$ cat config.mk
export PLATFORM = sky130hd
export DESIGN_NAME = well512_random_generator_core
export DESIGN_NICKNAME = d
export VERILOG_FILES = /design/src/rtl/wrg_pkg.sv /design/src/rtl/wrg_ram.sv /design/src/rtl/wrg_rem.sv /design/src/rtl/well512_random_generator_core.sv
export VERILOG_INCLUDE_DIRS = /design/src /design/src/rtl
export SDC_FILE = /design/constraint.sdc
export NUM_CORES = 2
export LEC_CHECK = 0
export BUFFER_PORTS_ARGS = -buffer_cell sky130_fd_sc_hd__buf_4
export CORE_MARGIN = 4
export CORE_UTILIZATION = 42
export CTS_BUF_LIST = sky130_fd_sc_hd__clkbuf_16
export DETAILED_ROUTE_END_ITERATION = 8
export MAX_ROUTING_LAYER = met4
export SKIP_CTS_REPAIR_TIMING = 1
export SYNTH_ARGS = -nofsm -noshare
export SYNTH_HDL_FRONTEND = slang
export SYNTH_SLANG_ARGS = --single-unit
$ cat constraint.sdc
create_clock -name clk -period 6.6 [get_ports clk]
set_input_delay 1.32 -clock clk [delete_from_list [all_inputs] [get_ports clk]]
set_output_delay 1.32 -clock clk [all_outputs]
set_load 0.01 [all_outputs]
$ cat src/rtl/well512_random_generator_core_macros.svh
// Assertion macros shared by the well512 generator RTL.
// No dependencies; the assertion forms collapse to nothing when ASSERT_OFF is set.
`ifndef WELL512_RANDOM_GENERATOR_CORE_MACROS_SVH
`define WELL512_RANDOM_GENERATOR_CORE_MACROS_SVH
`ifndef ASSERT_OFF
`define WRG_ASSERT(lbl, clk, rst_n, prop) \
	lbl: assert property (@(posedge clk) disable iff (!rst_n) prop) \
		else $error("well512 core assertion failed");
`define WRG_ASSERT_NEVER(lbl, clk, rst_n, cond) \
	lbl: assert property (@(posedge clk) disable iff (!rst_n) !(cond)) \
		else $error("well512 core forbidden condition seen");
`else
`define WRG_ASSERT(lbl, clk, rst_n, prop)
`define WRG_ASSERT_NEVER(lbl, clk, rst_n, cond)
`endif
`endif

$ cat src/rtl/wrg_pkg.sv
// Types and constants of the well512 generator core.
// No dependencies; used by the remainder unit and the top level.
package wrg_pkg;

	localparam int WORD_W = 32;
	localparam int PTR_W  = 4;

	localparam logic [WORD_W-1:0] SEED_MULT   = 32'd1812433253;
	localparam logic [WORD_W-1:0] TEMPER_MASK = 32'hDA442D24;
	localparam logic [WORD_W-1:0] SEED_RESET  = 32'd1;
	localparam logic [WORD_W-1:0] BOUND_ALL   = 32'hFFFFFFFF;

	localparam logic [PTR_W-1:0] OFS_C13 = 4'd13;
	localparam logic [PTR_W-1:0] OFS_C9  = 4'd9;
	localparam logic [PTR_W-1:0] OFS_Q   = 4'd15;
	localparam logic [PTR_W-1:0] LAST_IX = 4'd15;

	localparam logic CMD_DRAW   = 1'b0;
	localparam logic CMD_RESEED = 1'b1;

	typedef enum logic [3:0] {
		ST_FILL,
		ST_IDLE,
		ST_RD_A,
		ST_RD_C13,
		ST_RD_C9,
		ST_RD_Q,
		ST_UPD,
		ST_DIV,
		ST_DONE
	} state_t;

	typedef struct packed {
		logic busy;
		logic done;
	} div_sts_t;

endpackage

$ cat src/rtl/wrg_ram.sv
// Generic single write port, single read port RAM with a registered read.
// No dependencies.
module wrg_ram #(
	parameter int WIDTH = 32,
	parameter int DEPTH = 16
) (
	input  logic                     clk,
	input  logic                     we,
	input  logic [$clog2(DEPTH)-1:0] waddr,
	input  logic [WIDTH-1:0]         wdata,
	input  logic [$clog2(DEPTH)-1:0] raddr,
	output logic [WIDTH-1:0]         rdata
);

	logic [WIDTH-1:0] mem [DEPTH];

	always_ff @(posedge clk) begin
		if (we) begin
			mem[waddr] <= wdata;
		end
		rdata <= mem[raddr];
	end

endmodule

$ cat src/rtl/wrg_rem.sv
// Restoring remainder unit, one dividend bit per cycle.
// Depends on wrg_pkg.
module wrg_rem (
	input  logic                         clk,
	input  logic                         arst_n,
	input  logic                         start,
	input  logic [wrg_pkg::WORD_W-1:0]   dividend,
	input  logic [wrg_pkg::WORD_W-1:0]   divisor,
	output logic [wrg_pkg::WORD_W-1:0]   rem,
	output wrg_pkg::div_sts_t            sts
);

	localparam int CNT_W = $clog2(wrg_pkg::WORD_W);
	localparam logic [CNT_W-1:0] CNT_LAST = CNT_W'(wrg_pkg::WORD_W - 1);

	logic                       busy_q;
	logic                       done_q;
	logic [CNT_W-1:0]           cnt_q;
	logic [wrg_pkg::WORD_W-1:0] rem_q;
	logic [wrg_pkg::WORD_W-1:0] dvd_q;
	logic [wrg_pkg::WORD_W-1:0] dvs_q;
	logic [wrg_pkg::WORD_W:0]   trial;
	logic [wrg_pkg::WORD_W:0]   diff;

	assign trial = {rem_q, dvd_q[wrg_pkg::WORD_W-1]};
	assign diff  = trial - {1'b0, dvs_q};

	always_ff @(posedge clk or negedge arst_n) begin
		if (!arst_n) begin
			busy_q <= 1'b0;
			done_q <= 1'b0;
			cnt_q  <= '0;
		end else begin
			done_q <= 1'b0;
			if (start) begin
				busy_q <= 1'b1;
				cnt_q  <= '0;
			end else if (busy_q) begin
				cnt_q <= cnt_q + 1'b1;
				if (cnt_q == CNT_LAST) begin
					busy_q <= 1'b0;
					done_q <= 1'b1;
				end
			end
		end
	end

	always_ff @(posedge clk) begin
		if (start) begin
			rem_q <= '0;
			dvd_q <= dividend;
			dvs_q <= divisor;
		end else if (busy_q) begin
			dvd_q <= {dvd_q[wrg_pkg::WORD_W-2:0], 1'b0};
			if (!diff[wrg_pkg::WORD_W]) begin
				rem_q <= diff[wrg_pkg::WORD_W-1:0];
			end else begin
				rem_q <= trial[wrg_pkg::WORD_W-1:0];
			end
		end
	end

	assign rem      = rem_q;
	assign sts.busy = busy_q;
	assign sts.done = done_q;

endmodule

$ cat src/rtl/well512_random_generator_core.sv
// Top level of the WELL512a generator: control, state memory and output register.
// Depends on wrg_pkg, wrg_ram, wrg_rem and the assertion macro header.
//
// The sixteen state words live in a 16 x 32 RAM with a registered read, so a draw first does
// its memory traffic in ST_RD_A, ST_RD_C13, ST_RD_C9, ST_RD_Q and ST_UPD (four reads, two
// write-backs) and then, unless bound is all ones, a remainder by bound plus one in a
// one-bit-per-cycle restoring unit. A reseed request writes one word per cycle through a
// single 32-bit multiplier, with no result. After reset the same fill runs from seed 1
// before the first request is taken; seed writes are taken at any time. One request is
// worked on at a time, and a new request is taken while a finished result still waits in
// the output register.
`include "well512_random_generator_core_macros.svh"

module well512_random_generator_core (
	input  logic        clk,
	input  logic        arst_n,
	input  logic        seed_wr_en,
	input  logic [31:0] seed_wr_data,
	input  logic        in_valid,
	output logic        in_stall,
	input  logic        cmd,
	input  logic [31:0] bound,
	output logic        out_valid,
	input  logic        out_stall,
	output logic [31:0] raw_value,
	output logic [31:0] bounded_value
);

	wrg_pkg::state_t            state_q;
	wrg_pkg::state_t            state_d;
	logic [wrg_pkg::PTR_W-1:0]  ptr_q;
	logic [wrg_pkg::PTR_W-1:0]  cnt_q;
	logic [wrg_pkg::WORD_W-1:0] seed_q;
	logic [wrg_pkg::WORD_W-1:0] prev_q;
	logic [wrg_pkg::WORD_W-1:0] bound_q;
	logic [wrg_pkg::WORD_W-1:0] a_q;
	logic [wrg_pkg::WORD_W-1:0] b_q;
	logic [wrg_pkg::WORD_W-1:0] c_q;
	logic [wrg_pkg::WORD_W-1:0] d_q;
	logic [wrg_pkg::WORD_W-1:0] raw_q;
	logic [wrg_pkg::WORD_W-1:0] bnd_q;
	logic                       out_valid_q;
	logic [wrg_pkg::WORD_W-1:0] raw_value_q;
	logic [wrg_pkg::WORD_W-1:0] bounded_value_q;

	logic                       ram_we;
	logic [wrg_pkg::PTR_W-1:0]  ram_waddr;
	logic [wrg_pkg::WORD_W-1:0] ram_wdata;
	logic [wrg_pkg::PTR_W-1:0]  ram_raddr;
	logic [wrg_pkg::WORD_W-1:0] ram_rdata;

	logic                       accept;
	logic                       out_free;
	logic                       bound_all;
	logic                       div_start;
	logic [wrg_pkg::WORD_W-1:0] div_rem;
	wrg_pkg::div_sts_t          div_sts;
	logic                       st_done;
	logic                       ptr_step;

	logic [wrg_pkg::WORD_W-1:0] fill_mix;
	logic [wrg_pkg::WORD_W-1:0] fill_word;
	logic [wrg_pkg::WORD_W-1:0] c_mix;
	logic [wrg_pkg::WORD_W-1:0] a_new;
	logic [wrg_pkg::WORD_W-1:0] r_new;

	assign accept    = in_valid && !in_stall;
	assign out_free  = !out_valid_q || !out_stall;
	assign bound_all = (bound_q == wrg_pkg::BOUND_ALL);
	assign st_done   = (state_q == wrg_pkg::ST_DONE);
	assign ptr_step  = (state_q == wrg_pkg::ST_UPD) || (state_q == wrg_pkg::ST_FILL);

	assign fill_mix  = prev_q ^ (prev_q >> 30);
	assign fill_word = (cnt_q == '0) ? seed_q
		: (wrg_pkg::SEED_MULT * fill_mix) + {{(wrg_pkg::WORD_W-wrg_pkg::PTR_W){1'b0}}, cnt_q};

	assign c_mix = ram_rdata ^ (ram_rdata >> 11);
	assign a_new = b_q ^ c_mix;
	assign r_new = ram_rdata ^ b_q ^ d_q ^ (ram_rdata << 2) ^ (b_q << 18) ^ (c_q << 28);

	always_comb begin
		state_d   = state_q;
		in_stall  = 1'b1;
		ram_we    = 1'b0;
		ram_waddr = ptr_q;
		ram_wdata = a_new;
		ram_raddr = ptr_q;
		div_start = 1'b0;
		case (state_q)
			wrg_pkg::ST_FILL: begin
				ram_we    = 1'b1;
				ram_waddr = cnt_q;
				ram_wdata = fill_word;
				if (cnt_q == wrg_pkg::LAST_IX) begin
					state_d = wrg_pkg::ST_IDLE;
				end
			end
			wrg_pkg::ST_IDLE: begin
				in_stall = 1'b0;
				if (in_valid) begin
					state_d = (cmd == wrg_pkg::CMD_RESEED) ? wrg_pkg::ST_FILL : wrg_pkg::ST_RD_A;
				end
			end
			wrg_pkg::ST_RD_A: begin
				ram_raddr = ptr_q;
				state_d   = wrg_pkg::ST_RD_C13;
			end
			wrg_pkg::ST_RD_C13: begin
				ram_raddr = ptr_q + wrg_pkg::OFS_C13;
				state_d   = wrg_pkg::ST_RD_C9;
			end
			wrg_pkg::ST_RD_C9: begin
				ram_raddr = ptr_q + wrg_pkg::OFS_C9;
				state_d   = wrg_pkg::ST_RD_Q;
			end
			wrg_pkg::ST_RD_Q: begin
				ram_raddr = ptr_q + wrg_pkg::OFS_Q;
				ram_we    = 1'b1;
				ram_waddr = ptr_q;
				ram_wdata = a_new;
				state_d   = wrg_pkg::ST_UPD;
			end
			wrg_pkg::ST_UPD: begin
				ram_we    = 1'b1;
				ram_waddr = ptr_q + wrg_pkg::OFS_Q;
				ram_wdata = r_new;
				if (bound_all) begin
					state_d = wrg_pkg::ST_DONE;
				end else begin
					div_start = 1'b1;
					state_d   = wrg_pkg::ST_DIV;
				end
			end
			wrg_pkg::ST_DIV: begin
				if (div_sts.done) begin
					state_d = wrg_pkg::ST_DONE;
				end
			end
			wrg_pkg::ST_DONE: begin
				if (out_free) begin
					state_d = wrg_pkg::ST_IDLE;
				end
			end
			default: begin
				state_d = wrg_pkg::ST_IDLE;
			end
		endcase
	end

	always_ff @(posedge clk or negedge arst_n) begin
		if (!arst_n) begin
			state_q <= wrg_pkg::ST_FILL;
		end else begin
			state_q <= state_d;
		end
	end

	always_ff @(posedge clk or negedge arst_n) begin
		if (!arst_n) begin
			seed_q      <= wrg_pkg::SEED_RESET;
			ptr_q       <= '0;
			cnt_q       <= '0;
			out_valid_q <= 1'b0;
		end else begin
			if (seed_wr_en) begin
				seed_q <= seed_wr_data;
			end
			if (state_q == wrg_pkg::ST_FILL) begin
				cnt_q <= cnt_q + 1'b1;
				ptr_q <= '0;
			end else if (accept) begin
				cnt_q <= '0;
			end
			if (state_q == wrg_pkg::ST_UPD) begin
				ptr_q <= ptr_q + wrg_pkg::OFS_Q;
			end
			if (state_q == wrg_pkg::ST_DONE && out_free) begin
				out_valid_q <= 1'b1;
			end else if (!out_stall) begin
				out_valid_q <= 1'b0;
			end
		end
	end

	always_ff @(posedge clk) begin
		if (state_q == wrg_pkg::ST_FILL) begin
			prev_q <= fill_word;
		end
		if (accept) begin
			bound_q <= bound;
		end
		if (state_q == wrg_pkg::ST_RD_C13) begin
			a_q <= ram_rdata;
		end
		if (state_q == wrg_pkg::ST_RD_C9) begin
			b_q <= a_q ^ ram_rdata ^ (a_q << 16) ^ (ram_rdata << 15);
		end
		if (state_q == wrg_pkg::ST_RD_Q) begin
			c_q <= c_mix;
			d_q <= a_new ^ ((a_new << 5) & wrg_pkg::TEMPER_MASK);
		end
		if (state_q == wrg_pkg::ST_UPD) begin
			raw_q <= r_new;
			bnd_q <= r_new;
		end
		if (state_q == wrg_pkg::ST_DIV && div_sts.done) begin
			bnd_q <= div_rem;
		end
		if (state_q == wrg_pkg::ST_DONE && out_free) begin
			raw_value_q     <= raw_q;
			bounded_value_q <= bnd_q;
		end
	end

	wrg_ram #(
		.WIDTH(wrg_pkg::WORD_W),
		.DEPTH(16)
	) u_pool (
		.clk  (clk),
		.we   (ram_we),
		.waddr(ram_waddr),
		.wdata(ram_wdata),
		.raddr(ram_raddr),
		.rdata(ram_rdata)
	);

	wrg_rem u_rem (
		.clk     (clk),
		.arst_n  (arst_n),
		.start   (div_start),
		.dividend(r_new),
		.divisor (bound_q + 32'd1),
		.rem     (div_rem),
		.sts     (div_sts)
	);

	assign out_valid     = out_valid_q;
	assign raw_value     = raw_value_q;
	assign bounded_value = bounded_value_q;

	`WRG_ASSERT(a_out_from_done, clk, arst_n, $rose(out_valid_q) |-> $past(st_done))
	`WRG_ASSERT_NEVER(a_no_write_idle, clk, arst_n, (state_q == wrg_pkg::ST_IDLE) && ram_we)
	`WRG_ASSERT(a_div_done_in_div, clk, arst_n, div_sts.done |-> (state_q == wrg_pkg::ST_DIV))
	`WRG_ASSERT(a_ptr_moves_on_update, clk, arst_n, !$stable(ptr_q) |-> $past(ptr_step))

endmodule
==> results_dict.tcl <==
set metrics [dict create \
    synth_area_per_cell_um2 14.2 \
    synth_cells 3455 \
    critPathKind "register to register" \
    grt_pass1_vias 28900 \
    globalplace.congestion 0.903 \
    dpl.hpwl_um 89900 \
    cts_tree "built" \
    finClkSkew_ps 29.1 \
    startpoint "prev_q[30]" \
    cts_sinks 984 \
    avgRoutedWirePerCell_um 24.1 \
    relSlewSlack_pct 19.2 \
    crit_fanout 8 \
    mostFrequentLayoutCells "edfxtp_1, inv_1, buf_4, nand2_1, ha_1" \
    syn_nets 3929 \
    hp-start "raw_q[21]" \
    fin_cells 5380 \
    die_area_mm2 0.122 \
    synth_edf_count 868 \
    final_common_cell "edfxtp_1" \
    setup_viol 0 \
    synthTopCellsByArea "edfxtp_1, ha_1, fa_1" \
    synth_top_flop_cell "edfxtp_1" \
    die_y_um 350 \
    path_delay_family "adder cells" \
    fmax_mhz 153 \
    crit_top_cell "fa_1" \
    critPathCaptureType "register" \
    ys_warn_count 0 \
    num_vias 29200 \
    drc_errors 0 \
    finalCritPeriodShare_pct 99.0 \
    grt_max_degree 86 \
    rsz0062_at_grt "true" \
    clkTransAtPathRegs_ps 70 \
    finalNetCount 4240 \
    grt_pass1_wl_um 192000 \
    synthArstFlopShare_pct 5.28 \
    cpPeakStageDelay_ps 530 \
    synth_largest_area_cell "edfxtp_1" \
    required_ps 7060 \
    drive_above_1_share_pct 20.4 \
    ys_types 94 \
    period_needed_ps 6540 \
    area_growth_pct 16.8 \
    fill_cells 9936 \
    final_area_mm2 0.0573 \
    cp_slowest_cell "fa_1" \
    dp_cells 5155 \
    ys_seq_area_share_pct 58.4 \
    floorplan.rows 125 \
    slew_viol_final 0 \
    worstPathArrival_ps 6990 \
    status "finished clean" \
    drtAntennaViolNets 0 \
    grt_usage_pct 21.8 \
    place_area_mm2 0.0530 \
    insertion_delay_ps 710 \
    start_kind "register" \
    synth_top_area_share_pct 53.1 \
    port_buffers 135 \
    grt_antenna_before_repair 2 \
    numCtsBuffers 105 \
    critPathBufInv 6 \
    largest_reg_flops 512 \
    grt_overflow 0 \
    largest-register "u_pool.mem" \
    post_drt_via_cell_ratio 5.43 \
    drt_iter0_drc 2674 \
    hp-class "register to register" \
    synth_area_mm2 0.0491 \
    coreArea_mm2 0.116 \
    die_w_um 350 \
    start_util_pct 42.3 \
    ys_seq_elements 984 \
    dr.pass1.iters 5 \
    wirelength_um 130000 \
    clk_path_buf_depth 3 \
    tightest_slew_ps 1210 \
    cts_root_buf "clkbuf_16" \
    io_pins 136 \
    hold_violations 0 \
    holdWs_ps 411 \
    maxCapViolations 0 \
    r2r-start "prev_q[30]" \
    h-tree-depth 3 \
]
-- worst reg2reg max path: cells and delay by family, from the launching register on --
kind,cells,cell delay [ps]
fa+ha+maj,9,3390
simple gates,5,860
compound gates,4,680
buf+inv,6,520
flops,1,430
xor+xnor,2,400
-- final cells by class --
class / count / area [um^2] / share of cell area (%)
Antenna cell: 1 / 2.50 / 0.00437
Clock buffer: 107 / 2680 / 4.67
Clock inverter: 89 / 852 / 1.49
Inverter: 337 / 1260 / 2.21
Multi-Input combinational cell: 2004 / 19100 / 33.4
Sequential cell: 984 / 28700 / 50.0
Tap cell: 1524 / 1910 / 3.33
Timing Repair Buffer: 334 / 2790 / 4.87
-- routing by layer --
layer / routed length, um / global-route usage, % / vias up
li1: - / - / 13200
met1: 58300 / 30.5 / 15000
met2: 60700 / 33.9 / 901
met3: 7860 / 2.95 / 146
met4: 2990 / 5.55 / 0
met5: 0 / - / -
-- worst paths after layout --
kind	endpoint	slack [ps]	cells past startpoint
min in group asynchronous	out_valid	710	1
max in group asynchronous	u_rem.busy_q	5230	1
hold / removal	raw_value[21]	410	0
hold reg to reg	raw_value[21]	410	0
setup / recovery	u_pool.mem[2][31]	60	26
setup reg to reg	u_pool.mem[2][31]	60	26
-- cells by family after synthesis --
| group | after synthesis | share of synthesized area [%] |
|---|---|---|
| compound gates | 467 | 6.19 |
| xor+xnor | 324 | 5.82 |
| fa+ha+maj | 404 | 12.6 |
| buf+inv | 467 | 3.90 |
| flops | 984 | 58.4 |
| mux | 193 | 7.29 |
| simple gates | 616 | 5.82 |
-- cell usage after synthesis (45+ instances only) --
cell type	instances
nor2_1	146
o21ai_0	119
dfrtp_1	51
nand3_1	51
clkbuf_1	78
fa_1	149
a31oi_1	45
a21oi_1	105
inv_1	335
ha_1	255
nand2_1	248
xor2_1	113
mux4_2	128
xnor2_1	209
dfxtp_1	64
edfxtp_1	868
-- through the flow --
stage / setup slack (ps) / TNS, ps / utilization, %
4_1_cts: -266 / -20530 / 48.7
2_1_floorplan: 28.5 / 0 / -
6_report: 63.8 / 0 / 49.4
3_3_place_gp: -149 / -11680 / 45.7
5_1_grt: -192 / -8690 / 49.4
3_5_place_dp: -205 / -10860 / 45.7
Power is not shown: default switching activity piles up to over one toggle a cycle in this logic, so the estimate is an artifact.
